`src/design/eag_pkg.sv`:
```
package eag_pkg;

   // Data path and storage sizes.
   localparam int DATA_W    = 32;
   localparam int GPR_COUNT = 8;
   localparam int SEG_COUNT = 6;
   localparam int GPR_AW    = 3;
   localparam int SEG_AW    = 3;

   // Highest segment number that exists.
   localparam logic [SEG_AW-1:0] SEG_LAST = 3'd5;

   // Command codes.
   localparam logic [1:0] CMD_COMPUTE   = 2'd0;
   localparam logic [1:0] CMD_WRITE_GPR = 2'd1;
   localparam logic [1:0] CMD_WRITE_SEG = 2'd2;

   // Operand kinds.
   localparam logic [1:0] KIND_REG_INDIRECT = 2'd0;
   localparam logic [1:0] KIND_DIRECT       = 2'd1;
   localparam logic [1:0] KIND_MODRM_DISP   = 2'd2;
   localparam logic [1:0] KIND_SIB          = 2'd3;

   // ModRM mod encodings.
   localparam logic [1:0] MOD_NO_DISP = 2'd0;
   localparam logic [1:0] MOD_DISP8   = 2'd1;
   localparam logic [1:0] MOD_DISP32  = 2'd2;
   localparam logic [1:0] MOD_REG     = 2'd3;

   // General register numbers in x86 order.
   localparam logic [GPR_AW-1:0] REG_BX = 3'd3;
   localparam logic [GPR_AW-1:0] REG_SP = 3'd4;
   localparam logic [GPR_AW-1:0] REG_BP = 3'd5;
   localparam logic [GPR_AW-1:0] REG_SI = 3'd6;
   localparam logic [GPR_AW-1:0] REG_DI = 3'd7;

   // 32-bit ModRM and SIB special encodings.
   localparam logic [2:0] RM32_SIB    = 3'd4;
   localparam logic [2:0] RM32_DIRECT = 3'd5;
   localparam logic [2:0] SIB_NO_BASE = 3'd5;
   localparam logic [2:0] SIB_NO_IDX  = 3'd4;

   // 16-bit ModRM rm encodings.
   localparam logic [2:0] RM16_BX_SI = 3'd0;
   localparam logic [2:0] RM16_BX_DI = 3'd1;
   localparam logic [2:0] RM16_BP_SI = 3'd2;
   localparam logic [2:0] RM16_BP_DI = 3'd3;
   localparam logic [2:0] RM16_SI    = 3'd4;
   localparam logic [2:0] RM16_DI    = 3'd5;
   localparam logic [2:0] RM16_BP    = 3'd6;
   localparam logic [2:0] RM16_BX    = 3'd7;

   // Request fields as held in the read stage.
   typedef struct packed {
      logic [1:0]        command;
      logic [1:0]        operand_kind;
      logic              addr32;
      logic [1:0]        mod_field;
      logic [2:0]        rm_field;
      logic [1:0]        scale_field;
      logic [2:0]        index_field;
      logic [2:0]        base_field;
      logic [DATA_W-1:0] displacement;
      logic [2:0]        segment;
   } req_type;

   // Outcome of the effective address logic.
   typedef struct packed {
      logic              err;
      logic              addr_ok;
      logic [DATA_W-1:0] ea;
   } calc_type;

endpackage

```
`src/design/eag_gpr_mem.sv`:
```
module eag_gpr_mem (
   input  logic                        clock,
   input  logic                        reset,
   input  logic                        rd_en,
   input  logic [eag_pkg::GPR_AW-1:0]  rd_addr_a,
   input  logic [eag_pkg::GPR_AW-1:0]  rd_addr_b,
   output logic [eag_pkg::DATA_W-1:0]  rd_data_a,
   output logic [eag_pkg::DATA_W-1:0]  rd_data_b,
   input  logic                        wr_en,
   input  logic [eag_pkg::GPR_AW-1:0]  wr_addr,
   input  logic [eag_pkg::DATA_W-1:0]  wr_data
);
   import eag_pkg::*;

   logic [DATA_W-1:0]    mem_ff [GPR_COUNT];
   logic [GPR_COUNT-1:0] vld_ff;
   logic [GPR_COUNT-1:0] vld_in;
   logic [DATA_W-1:0]    rd_a_ff;
   logic [DATA_W-1:0]    rd_b_ff;
   logic                 rd_a_vld_ff;
   logic                 rd_b_vld_ff;

   // An entry reads as zero until it has been written once after reset.
   always_comb begin
      vld_in = vld_ff;
      if (wr_en) begin
         vld_in[wr_addr] = 1'b1;
      end
   end

   always_ff @(posedge clock) begin
      if (reset) begin
         vld_ff <= '0;
      end else begin
         vld_ff <= vld_in;
      end
   end

   // Single write port.
   always_ff @(posedge clock) begin
      if (wr_en) begin
         mem_ff[wr_addr] <= wr_data;
      end
   end

   // Two registered read ports.
   always_ff @(posedge clock) begin
      if (rd_en) begin
         rd_a_ff     <= mem_ff[rd_addr_a];
         rd_b_ff     <= mem_ff[rd_addr_b];
         rd_a_vld_ff <= vld_ff[rd_addr_a];
         rd_b_vld_ff <= vld_ff[rd_addr_b];
      end
   end

   assign rd_data_a = rd_a_vld_ff ? rd_a_ff : '0;
   assign rd_data_b = rd_b_vld_ff ? rd_b_ff : '0;

endmodule

```
`src/design/eag_seg_mem.sv`:
```
module eag_seg_mem (
   input  logic                        clock,
   input  logic                        reset,
   input  logic                        rd_en,
   input  logic [eag_pkg::SEG_AW-1:0]  rd_addr,
   output logic [eag_pkg::DATA_W-1:0]  rd_data,
   input  logic                        wr_en,
   input  logic [eag_pkg::SEG_AW-1:0]  wr_addr,
   input  logic [eag_pkg::DATA_W-1:0]  wr_data
);
   import eag_pkg::*;

   logic [DATA_W-1:0]    mem_ff [SEG_COUNT];
   logic [SEG_COUNT-1:0] vld_ff;
   logic [SEG_COUNT-1:0] vld_in;
   logic [DATA_W-1:0]    rd_ff;
   logic                 rd_vld_ff;

   // Writes beyond the last segment are dropped.
   always_comb begin
      vld_in = vld_ff;
      if (wr_en && (wr_addr <= SEG_LAST)) begin
         vld_in[wr_addr] = 1'b1;
      end
   end

   always_ff @(posedge clock) begin
      if (reset) begin
         vld_ff <= '0;
      end else begin
         vld_ff <= vld_in;
      end
   end

   always_ff @(posedge clock) begin
      if (wr_en && (wr_addr <= SEG_LAST)) begin
         mem_ff[wr_addr] <= wr_data;
      end
   end

   // Registered read; a nonexistent segment reads as zero.
   always_ff @(posedge clock) begin
      if (rd_en) begin
         if (rd_addr <= SEG_LAST) begin
            rd_ff     <= mem_ff[rd_addr];
            rd_vld_ff <= vld_ff[rd_addr];
         end else begin
            rd_ff     <= '0;
            rd_vld_ff <= 1'b0;
         end
      end
   end

   assign rd_data = rd_vld_ff ? rd_ff : '0;

endmodule

```
`src/design/eag_ea_calc.sv`:
```
module eag_ea_calc (
   input  eag_pkg::req_type            req,
   input  logic [eag_pkg::DATA_W-1:0]  gpr_a,
   input  logic [eag_pkg::DATA_W-1:0]  gpr_b,
   output eag_pkg::calc_type           calc
);
   import eag_pkg::*;

   logic [DATA_W-1:0] disp8;
   logic [DATA_W-1:0] disp_sel;
   logic [DATA_W-1:0] a16;
   logic [DATA_W-1:0] b16;
   logic [DATA_W-1:0] term_a;
   logic [DATA_W-1:0] term_b;
   logic [DATA_W-1:0] term_d;
   logic [DATA_W-1:0] sum;
   logic              ea_valid;
   logic              use_a16;
   logic              use_b16;

   // Displacement as selected by mod: disp8 is sign extended.
   assign disp8    = {{(DATA_W-8){req.displacement[7]}}, req.displacement[7:0]};
   assign disp_sel = (req.mod_field == MOD_DISP8) ? disp8 : req.displacement;

   // In 16-bit mode port A holds BX or BP and port B holds SI or DI.
   assign use_a16 = (req.rm_field != RM16_SI) && (req.rm_field != RM16_DI);
   assign use_b16 = (req.rm_field != RM16_BP) && (req.rm_field != RM16_BX);
   assign a16 = use_a16 ? {{(DATA_W-16){1'b0}}, gpr_a[15:0]} : '0;
   assign b16 = use_b16 ? {{(DATA_W-16){1'b0}}, gpr_b[15:0]} : '0;

   // Pick the three addends and check the encoding.
   always_comb begin
      term_a   = '0;
      term_b   = '0;
      term_d   = '0;
      ea_valid = 1'b1;
      case (req.operand_kind)
         KIND_REG_INDIRECT: begin
            if (req.addr32) begin
               if ((req.rm_field == REG_SP) || (req.rm_field == REG_BP)) begin
                  ea_valid = 1'b0;
               end
               term_a = gpr_a;
            end else begin
               if (req.rm_field == RM16_BP) begin
                  ea_valid = 1'b0;
               end
               term_a = a16;
               term_b = b16;
            end
         end
         KIND_DIRECT: begin
            term_d = req.displacement;
         end
         KIND_MODRM_DISP: begin
            if (req.mod_field == MOD_REG) begin
               ea_valid = 1'b0;
            end else if (req.mod_field == MOD_NO_DISP) begin
               if (req.addr32 ? (req.rm_field != RM32_DIRECT)
                              : (req.rm_field != RM16_BP)) begin
                  ea_valid = 1'b0;
               end
               term_d = req.displacement;
            end else begin
               if (req.addr32) begin
                  if (req.rm_field == RM32_SIB) begin
                     ea_valid = 1'b0;
                  end
                  term_a = gpr_a;
               end else begin
                  term_a = a16;
                  term_b = b16;
               end
               term_d = disp_sel;
            end
         end
         KIND_SIB: begin
            if (!req.addr32 || (req.mod_field == MOD_REG) || (req.rm_field != RM32_SIB)) begin
               ea_valid = 1'b0;
            end
            if (req.index_field != SIB_NO_IDX) begin
               term_b = gpr_b << req.scale_field;
            end
            if ((req.base_field == SIB_NO_BASE) && (req.mod_field == MOD_NO_DISP)) begin
               term_d = req.displacement;
            end else begin
               term_a = gpr_a;
               if (req.mod_field != MOD_NO_DISP) begin
                  term_d = disp_sel;
               end
            end
         end
         default: begin
            ea_valid = 1'b0;
         end
      endcase
   end

   // One three-operand add; 16-bit mode wraps and zero extends.
   assign sum = term_a + term_b + term_d;

   always_comb begin
      calc.ea      = req.addr32 ? sum : {{(DATA_W-16){1'b0}}, sum[15:0]};
      calc.err     = 1'b1;
      calc.addr_ok = 1'b0;
      case (req.command)
         CMD_COMPUTE: begin
            calc.err     = !ea_valid || (req.segment > SEG_LAST);
            calc.addr_ok = !calc.err;
         end
         CMD_WRITE_GPR: begin
            calc.err = 1'b0;
         end
         CMD_WRITE_SEG: begin
            calc.err = (req.rm_field > SEG_LAST);
         end
         default: begin
            calc.err = 1'b1;
         end
      endcase
   end

endmodule

```
`src/design/x86_effective_address_generator_top.sv`:
```
// x86 effective address generator. The block holds the eight general registers and six
// segment bases in small synchronous register files and turns each compute request into
// segment base plus ModRM/SIB effective address, with 16-bit wrap in 16-bit addressing;
// write commands load a register file and answer with address zero. It takes one request
// per clock while req_stall is low and returns one result per request in order. A request
// passes through the register file read, the effective address add and the segment base
// add, each registered. A register write is seen by the request right behind it, since
// the write lands before that request's read. Both register files read as zero after
// reset, and no clearing pass is needed.
module x86_effective_address_generator_top (
   input  logic        clock,
   input  logic        reset,
   input  logic        req_valid,
   output logic        req_stall,
   input  logic [1:0]  req_command,
   input  logic [1:0]  req_operand_kind,
   input  logic        req_addr32,
   input  logic [1:0]  req_mod_field,
   input  logic [2:0]  req_rm_field,
   input  logic [1:0]  req_scale_field,
   input  logic [2:0]  req_index_field,
   input  logic [2:0]  req_base_field,
   input  logic [31:0] req_displacement,
   input  logic [2:0]  req_segment,
   input  logic [31:0] req_write_value,
   output logic        rsp_valid,
   input  logic        rsp_stall,
   output logic [31:0] rsp_linear_address,
   output logic        rsp_error_code
);
   import eag_pkg::*;

   logic              accept;
   logic              out_free;
   logic              s2_free;
   logic              s1_free;
   logic [GPR_AW-1:0] rd_addr_a;
   logic [GPR_AW-1:0] rd_addr_b;
   logic [DATA_W-1:0] gpr_a;
   logic [DATA_W-1:0] gpr_b;
   logic [DATA_W-1:0] seg_base;
   calc_type          calc;

   req_type           s1_req_ff;
   req_type           s1_req_in;
   logic              s1_valid_ff;
   logic              s1_valid_in;
   logic              s2_valid_ff;
   logic              s2_valid_in;
   logic [DATA_W-1:0] s2_ea_ff;
   logic [DATA_W-1:0] s2_ea_in;
   logic [DATA_W-1:0] s2_base_ff;
   logic [DATA_W-1:0] s2_base_in;
   logic              s2_err_ff;
   logic              s2_err_in;
   logic              rsp_valid_ff;
   logic              rsp_valid_in;
   logic [DATA_W-1:0] rsp_addr_ff;
   logic [DATA_W-1:0] rsp_addr_in;
   logic              rsp_err_ff;
   logic              rsp_err_in;

   // Each stage moves on when the stage after it is empty or draining.
   assign out_free  = !rsp_valid_ff || !rsp_stall;
   assign s2_free   = !s2_valid_ff || out_free;
   assign s1_free   = !s1_valid_ff || s2_free;
   assign req_stall = !s1_free;
   assign accept    = req_valid && s1_free;

   // Register file read addresses; 16-bit mode uses port A for BX or BP and
   // port B for SI or DI.
   always_comb begin
      if (req_addr32) begin
         rd_addr_a = (req_operand_kind == KIND_SIB) ? req_base_field : req_rm_field;
         rd_addr_b = req_index_field;
      end else begin
         case (req_rm_field)
            RM16_BP_SI, RM16_BP_DI, RM16_BP: rd_addr_a = REG_BP;
            default:                         rd_addr_a = REG_BX;
         endcase
         case (req_rm_field)
            RM16_BX_DI, RM16_BP_DI, RM16_DI: rd_addr_b = REG_DI;
            default:                         rd_addr_b = REG_SI;
         endcase
      end
   end

   // Register files: writes land at the transfer, reads are registered.
   eag_gpr_mem u_gpr_mem (
      .clock     (clock),
      .reset     (reset),
      .rd_en     (accept),
      .rd_addr_a (rd_addr_a),
      .rd_addr_b (rd_addr_b),
      .rd_data_a (gpr_a),
      .rd_data_b (gpr_b),
      .wr_en     (accept && (req_command == CMD_WRITE_GPR)),
      .wr_addr   (req_rm_field),
      .wr_data   (req_write_value)
   );

   eag_seg_mem u_seg_mem (
      .clock   (clock),
      .reset   (reset),
      .rd_en   (accept),
      .rd_addr (req_segment),
      .rd_data (seg_base),
      .wr_en   (accept && (req_command == CMD_WRITE_SEG)),
      .wr_addr (req_rm_field),
      .wr_data (req_write_value)
   );

   // Read stage: request fields travel beside the register file reads.
   always_comb begin
      s1_req_in.command      = req_command;
      s1_req_in.operand_kind = req_operand_kind;
      s1_req_in.addr32       = req_addr32;
      s1_req_in.mod_field    = req_mod_field;
      s1_req_in.rm_field     = req_rm_field;
      s1_req_in.scale_field  = req_scale_field;
      s1_req_in.index_field  = req_index_field;
      s1_req_in.base_field   = req_base_field;
      s1_req_in.displacement = req_displacement;
      s1_req_in.segment      = req_segment;
      s1_valid_in            = s1_free ? req_valid : 1'b1;
   end

   always_ff @(posedge clock) begin
      if (accept) begin
         s1_req_ff <= s1_req_in;
      end
   end

   eag_ea_calc u_ea_calc (
      .req   (s1_req_ff),
      .gpr_a (gpr_a),
      .gpr_b (gpr_b),
      .calc  (calc)
   );

   // Address stage: writes and errors carry zero addends.
   always_comb begin
      s2_ea_in    = calc.addr_ok ? calc.ea : '0;
      s2_base_in  = calc.addr_ok ? seg_base : '0;
      s2_err_in   = calc.err;
      s2_valid_in = s2_free ? s1_valid_ff : 1'b1;
   end

   always_ff @(posedge clock) begin
      if (s2_free && s1_valid_ff) begin
         s2_ea_ff   <= s2_ea_in;
         s2_base_ff <= s2_base_in;
         s2_err_ff  <= s2_err_in;
      end
   end

   // Output stage: segment base add.
   always_comb begin
      rsp_addr_in  = s2_ea_ff + s2_base_ff;
      rsp_err_in   = s2_err_ff;
      rsp_valid_in = out_free ? s2_valid_ff : 1'b1;
   end

   always_ff @(posedge clock) begin
      if (out_free && s2_valid_ff) begin
         rsp_addr_ff <= rsp_addr_in;
         rsp_err_ff  <= rsp_err_in;
      end
   end

   // Stage valid flags.
   always_ff @(posedge clock) begin
      if (reset) begin
         s1_valid_ff  <= 1'b0;
         s2_valid_ff  <= 1'b0;
         rsp_valid_ff <= 1'b0;
      end else begin
         s1_valid_ff  <= s1_valid_in;
         s2_valid_ff  <= s2_valid_in;
         rsp_valid_ff <= rsp_valid_in;
      end
   end

   assign rsp_valid          = rsp_valid_ff;
   assign rsp_linear_address = rsp_addr_ff;
   assign rsp_error_code     = rsp_err_ff;

endmodule
```
`config.mk`:
```
export PLATFORM = sky130hd
export DESIGN_NAME = x86_effective_address_generator_top
export DESIGN_NICKNAME = d
export VERILOG_FILES = /design/src/design/eag_pkg.sv /design/src/design/eag_gpr_mem.sv /design/src/design/eag_seg_mem.sv /design/src/design/eag_ea_calc.sv /design/src/design/x86_effective_address_generator_top.sv
export SDC_FILE = /design/constraint.sdc
export NUM_CORES = 1
export LEC_CHECK = 0
export ABC_AREA = 1
export BUFFER_PORTS_ARGS = -buffer_cell sky130_fd_sc_hd__buf_4
export CAP_MARGIN = 20
export CORE_ASPECT_RATIO = 2
export CORE_MARGIN = 5
export CORE_UTILIZATION = 61
export DETAILED_ROUTE_END_ITERATION = 16
export PLACE_DENSITY = 0.76
export SETUP_SLACK_MARGIN = 0.2
export SYNTH_ARGS = -nofsm -noshare
export SYNTH_HDL_FRONTEND = slang
export SYNTH_SLANG_ARGS = --single-unit
```
`constraint.sdc`:
```
create_clock -name clock -period 8.8 [get_ports clock]
set_input_delay 1.32 -clock clock [delete_from_list [all_inputs] [get_ports clock]]
set_output_delay 1.32 -clock clock [all_outputs]
set_load 0.02 [all_outputs]
```
# Word level (Yosys, flattened, before mapping)

Memory sizes are Yosys's and may differ from the RTL's. A register that Yosys moved wholly into a read port is not among the register bits.
Cells that the tools add are included.

Bits in writable memories: 448
Memories kept: 2
Word-level logic and storage cells: 152
Register bits after elaboration: 171
Output and inout bits: 35

Memories:

| name             | depth | width | read ports | clocked after Yosys merged registers in | write ports | RTL line          | RTL |
|---|---|---|---|---|---|---|---|
| u_gpr_mem.mem_ff | 8     | 32    | 2          | 2                                       | 1           | eag_gpr_mem.sv:15 | `logic [DATA_W-1:0] mem_ff [GPR_COUNT];` |
| u_seg_mem.mem_ff | 6     | 32    | 1          | 1                                       | 1           | eag_seg_mem.sv:13 | `logic [DATA_W-1:0] mem_ff [SEG_COUNT];` |

Reductions and logical operators: 34
Equal/unequal tests: 24
Shift operators: 1
$add $sub $neg: 3
Order comparisons: 9
Bitwise gates (word level): 2
Multiplexer cells: 53

Operators by type and width:

| kind                                                        | count |
|---|---|
| 2-to-1 mux 32 bit                                           | 15 |
| one-hot mux 32 bit (3 select lines)                         | 3 |
| adder 32 bit                                                | 3 |
| 2-to-1 mux 16 bit                                           | 2 |
| left shift 32 x 2 -> 32 bit                                 | 1 |
| 2-to-1 mux 1 bit                                            | 23 |
| == test 3 bit (second input constant)                       | 6 |
| less-than comparator 3 x 4 -> 1 bit (second input constant) | 4 |
| != test 3 bit (second input constant)                       | 5 |
| == test 2 bit (second input constant)                       | 6 |
| 2-to-1 mux 3 bit                                            | 4 |
| logical AND 1 bit                                           | 10 |
| binary-select mux 1 bit (select 3 bit)                      | 3 |
| logical NOT 1 bit                                           | 9 |
| == test 2 x 1 -> 1 bit (second input constant)              | 4 |
| bitwise OR 8 bit                                            | 1 |
| logical OR 1 bit                                            | 7 |
| == test 3 x 2 -> 1 bit (second input constant)              | 2 |
| > comparator 3 bit (second input constant)                  | 2 |
| less-or-equal comparator 3 bit (second input constant)      | 2 |
| logical NOT 2 bit                                           | 3 |
| bitwise OR 6 bit                                            | 1 |
| one-hot mux 1 bit (3 select lines)                          | 2 |
| OR reduction 3 bit                                          | 2 |
| 5 further kinds                                             | 6 |

# Logic depth before layout (Yosys ltp)

Word-level depth: 11
Gate-level depth with buffers: 26
Depth with buffers taken out: 25

# By module

A second synthesis with hierarchy kept.

Cells, all modules: 4400
Area total of the unflattened synthesis: 38160.3 µm²

Modules (own cells, without submodules):

| module                              | instances | area an instance (µm²) | cells each |
|---|---|---|---|
| eag_gpr_mem                         | 1         | 16641.0                | 1992 |
| eag_seg_mem                         | 1         | 9101.2                 | 715 |
| x86_effective_address_generator_top | 1         | 7596.0                 | 820 |
| eag_ea_calc                         | 1         | 4822.1                 | 873 |

# Least setup slack after synthesis

No wires, ideal clock.

Kind: input to register
Start point: input port rsp_stall
End point: memory u_gpr_mem.mem_ff[2][0], enable pin
Path buffers: 0
Library setup time: 464 ps
Required time: 8336 ps
Setup slack: 487 ps
Stages: 9
Arrival: 7850 ps
Cell sequence: nand2_1 nor2_1 inv_1 nor2_1 inv_1 nand2_1 inv_1 nand3_1 nor3_1

Cells in the longest elaborated chain, start to end: 8

Ends and longest elaborated chain:

| item                                   | RTL line                                  | RTL |
|---|---|---|
| from (decl)                            | x86_effective_address_generator_top.sv:27 | `input logic rsp_stall,` |
| logical NOT 1 bit                      | x86_effective_address_generator_top.sv:64 | `assign out_free = !rsp_valid_ff \|\| !rsp_stall;` |
| logical OR 1 bit                       | x86_effective_address_generator_top.sv:64 |  |
| logical OR 1 bit                       | x86_effective_address_generator_top.sv:65 | `assign s2_free = !s2_valid_ff \|\| out_free;` |
| logical OR 1 bit                       | x86_effective_address_generator_top.sv:66 | `assign s1_free = !s1_valid_ff \|\| s2_free;` |
| logical AND 1 bit                      | x86_effective_address_generator_top.sv:68 | `assign accept = req_valid && s1_free;` |
| via accept                             | x86_effective_address_generator_top.sv:33 | `logic accept;` |
| logical AND 1 bit                      | x86_effective_address_generator_top.sv:97 | `.wr_en (accept && (req_command == CMD_WRITE_GPR)),` |
| 2-to-1 mux 1 bit                       | eag_gpr_mem.sv:41                         | `if (wr_en) begin` |
| 2-to-1 mux 1 bit (not written as such) | eag_gpr_mem.sv:42                         | `mem_ff[wr_addr] <= wr_data;` |
| to (decl)                              | eag_gpr_mem.sv:15                         |  |

The timed path passes the listed nets, and every way through them passes these cells.

# Final worst setup path

Start point: register s1_req_ff[49] (netlist name)
End point: register s2_ea_ff[29] (data pin)

Cells in the longest elaborated chain, start to end: 7
Elaborated cells on any way between the ends: 15

Ends and longest elaborated chain:

| item                                                 | RTL line                                   | RTL |
|---|---|---|
| from (decl)                                          | x86_effective_address_generator_top.sv:44  | `req_type s1_req_ff;` |
| from (signal assigned)                               | x86_effective_address_generator_top.sv:130 | `s1_req_ff <= s1_req_in;` |
| branches (longest 7 deep; another with adder 32 bit) | -                                          |  |
| to (signal assigned)                                 | x86_effective_address_generator_top.sv:151 | `s2_ea_ff <= s2_ea_in;` |
| to (decl)                                            | x86_effective_address_generator_top.sv:50  | `logic [DATA_W-1:0] s2_ea_ff;` |

Several ways; the timed one is not identified.
A chain may end at the register's enable or synchronous reset.

==> flow_metrics.tcl <==
set metrics [dict create \
    status "complete, no violations" \
    ant_nets 0 \
    cts_hold_buf 0 \
    drt_iter0_drc 2638 \
    fin_setup_tns_ps 0 \
    first_global_vias 25900 \
    holdPathEnd "rsp_error_code$_DFFE_PP_" \
    place_congestion 1.00 \
    vias 25900 \
    area_growth_pct 10.5 \
    clk_latency_ps 640 \
    cp_common_cell "nand2_1" \
    syn_nets 3506 \
    clock_path_buffers 3 \
    synth_area_leaders "edfxtp_1 (60%), nand2_1 (6.7%), o211ai_1 (4.3%)" \
    fp.coreArea_mm2 0.0569 \
    hold_viol_final 0 \
    cts_sinks 714 \
    power_w 0.00779 \
    final_layout_size_suffix_gt1_frac 0.0892 \
    synth_edf_count 697 \
    grt_max_degree 258 \
    worstMarginPinSlew_ps 1200 \
    initial_utilization 0.612 \
    viasPerCell 6.19 \
    synth-seq-area-share 0.611 \
    maxSlewViolCount 0 \
    synthCells 3323 \
    irDropWorstVdd_mv 0.330 \
    p_leak_nw 14.8 \
    layout_common_cells "edfxtp_1 (697), nand2_1 (621), inv_1 (365), nor2_1 (287), o21ai_0 (230)" \
    tritoncts "built" \
    port-buffer-count 123 \
    r2r_cells 24 \
    layout.nets 3561 \
    ys.flop_type "edfxtp_1" \
    synth_top_area_share 0.601 \
    synth_top_area_cell "edfxtp_1" \
    ys_types 48 \
    num_rows 124 \
    htreeDepth 2 \
    regToRegSetupSlack_ps 3360 \
    grt_first_pass_wirelength_um 149000 \
    grtUsageTotal 0.320 \
    worstHoldPathType "reg2reg" \
    fp.dieH_um 348 \
    clock_skew_ps 24.9 \
    rsz0062_at_grt "false" \
    io_pins 124 \
    critPathLaunchType "flip-flop" \
    avgSynthCellArea_um2 10.5 \
    num_antenna_cells 0 \
    holdPathStages 0 \
    crit_arrival_ps 5820 \
    wirelength_um 100000 \
    die_area_mm2 0.0623 \
    cts_buffers 61 \
    finalSetupViolCount 0 \
    clkTransAtPathRegs_ps 70 \
    r2r-end "s2_ea_ff[29]$_SDFFCE_PN0P_" \
    drc 0 \
    antenna_found_initial 0 \
    drv_cap 0 \
    final_common_cell "edfxtp_1" \
    synth.cell_area_mm2 0.0348 \
    die_w_um 179 \
    cts_setup_buffers 0 \
    dr.pass1.iters 6 \
    final_min_period_over_clock_period 0.618 \
    cts_resized 0 \
    worstPathRequired_ps 9170 \
    crit_path_end_kind "flip-flop" \
    fmax_mhz 184 \
    async_flop_share 0 \
    critPathMaxFanout 15 \
    r2r-start "s1_req_ff[49]$_DFFE_PP_" \
    path_class "reg2reg" \
    cpPeakStageDelay_ps 590 \
    hpwl_um 69000 \
    powerDensity_mw_per_mm2 202 \
    period_minus_slack_ps 5440 \
    grt_remaining_overflow 0 \
    yosys_warnings 0 \
    maxSlewHeadroom 0.200 \
    cp_slowest_cell "fa_1" \
    root_buffer "clkbuf_16" \
    wire_per_inst_um 24.0 \
    hp-start "rsp_err_in$_DFFE_PP_" \
    crit_chain "nor2_1 > nand2_1 > o22ai_1 > a21boi_1 > inv_1 > a21oi_2 > inv_1 > nand3_1 > fa_1 > inv_1 > ha_1 > fa_1 > nand2_1 > nand2_1 > nand3b_1 > nand2_1 > nand2_1 > nand2_1 > nand2_1 > nand2_1 > nand2_1 > nand2_1 > nand2_1 > a21oi_1" \
    n_fill_cell 4139 \
    ys_ff_latch 714 \
]
[area by class of cell]
type / count / area (µm²) / share of cell area
Inverter: 374 / 1410 / 0.0367
Timing Repair Buffer: 160 / 1230 / 0.0321
Clock inverter: 41 / 507 / 0.0132
Tap cell: 756 / 946 / 0.0246
Multi-Input combinational cell: 2067 / 11500 / 0.298
Clock buffer: 73 / 1650 / 0.0430
Sequential cell: 714 / 21300 / 0.553
[routing by layer]
layer | part of all wire | wire [µm] | vias up | track usage
li1 | - | - | 11800 | -
met1 | 0.32 | 32600 | 12500 | 0.350
met2 | 0.53 | 53400 | 1339 | 0.581
met3 | 0.070 | 7070 | 312 | 0.0370
met4 | 0.073 | 7290 | 0 | 0.198
met5 | 0 | 0 | - | 0
[where the power goes]
| part | total (W) | switching (W) | internal (W) |
|---|---|---|---|
| clock | 0.00289 | 0.00125 | 0.00164 |
| combinational | 0.000976 | 0.000672 | 0.000304 |
| sequential | 0.00393 | 0.0000677 | 0.00386 |
[cells in the mapped netlist, types with 17 or more instances]
cell / count
a21oi_1: 182
a31oi_1: 45
buf_2: 40
clkbuf_1: 102
dfxtp_1: 17
edfxtp_1: 697
fa_1: 33
ha_1: 61
inv_1: 367
mux2i_1: 31
nand2_1: 621
nand3_1: 130
nor2_1: 290
o211ai_1: 201
o21a_1: 39
o21ai_0: 230
o21ai_1: 21
o22ai_1: 45
xor2_1: 21
[registers in the layout (all words and copies together) (netlist names)]
name,count
u_gpr_mem.rd_a_vld_ff,1
u_gpr_mem.rd_b_vld_ff,1
u_seg_mem.mem_ff,192
u_gpr_mem.vld_ff,8
s1_req_ff,52
u_seg_mem.vld_ff,6
s2_ea_ff,32
u_gpr_mem.mem_ff,256
s2_base_ff,32
u_seg_mem.rd_vld_ff,1
u_gpr_mem.rd_b_ff,32
rsp_linear_address,32
s1_valid_ff,1
rsp_valid,1
u_gpr_mem.rd_a_ff,32
rsp_err_in,1
rsp_error_code,1
s2_valid_ff,1
u_seg_mem.rd_ff,32
[worst max-delay path: cells and delay by family, from the launching register on]
kind                       cells  cell delay (ps)
adders and majority gates      3             1280
DFF                            1              460
and+or+nand+nor               14             1870
AOI/OAI and AO/OA              4              740
buffers and inverters          3              820
[kinds of logic after synthesis]
logic type | after synthesis | synth area share
buffers and inverters | 542 | 0.0622
XOR/XNOR | 31 | 0.00780
adder cells (fa/ha/maj) | 94 | 0.0409
flip-flops | 714 | 0.611
multiplexers | 31 | 0.00891
AO/OA/AOI/OAI | 814 | 0.143
AND/OR/NAND/NOR | 1097 | 0.127
[worst max-delay path by stage]
stage          slack, ps                     from  cells past startpoint                                to
6_report            3360  s1_req_ff[49]$_DFFE_PP_                     24        s2_ea_ff[29]$_SDFFCE_PN0P_
5_1_grt             2940  s1_req_ff[50]$_DFFE_PP_                     25        s2_ea_ff[29]$_SDFFCE_PN0P_
4_1_cts             3380  s1_req_ff[50]$_DFFE_PP_                     23        s2_ea_ff[31]$_SDFFCE_PN0P_
3_5_place_dp        3440  s1_req_ff[49]$_DFFE_PP_                     22        s2_ea_ff[31]$_SDFFCE_PN0P_
3_3_place_gp        3660  s1_req_ff[49]$_DFFE_PP_                     22        s2_ea_ff[31]$_SDFFCE_PN0P_
2_1_floorplan        490                rsp_stall                      9  u_gpr_mem.mem_ff[2][0]$_DFFE_PP_
[per-stage QoR]
stage | utilization | cells | hold WS [ps] | setup WS, ps | instance area, µm²
detailed placement | 0.637 | 4070 | 430 | 3440 | 36300
floorplan | - | 3323 | 400 | 487 | 34800
global placement | 0.637 | 4069 | 443 | 3660 | 36300
CTS | 0.675 | 4184 | 452 | 3380 | 38500
finish | 0.676 | 4185 | 453 | 3360 | 38500
global route | 0.676 | 4185 | 457 | 2940 | 38500
Note: power is estimated with default switching activity, not from simulation.
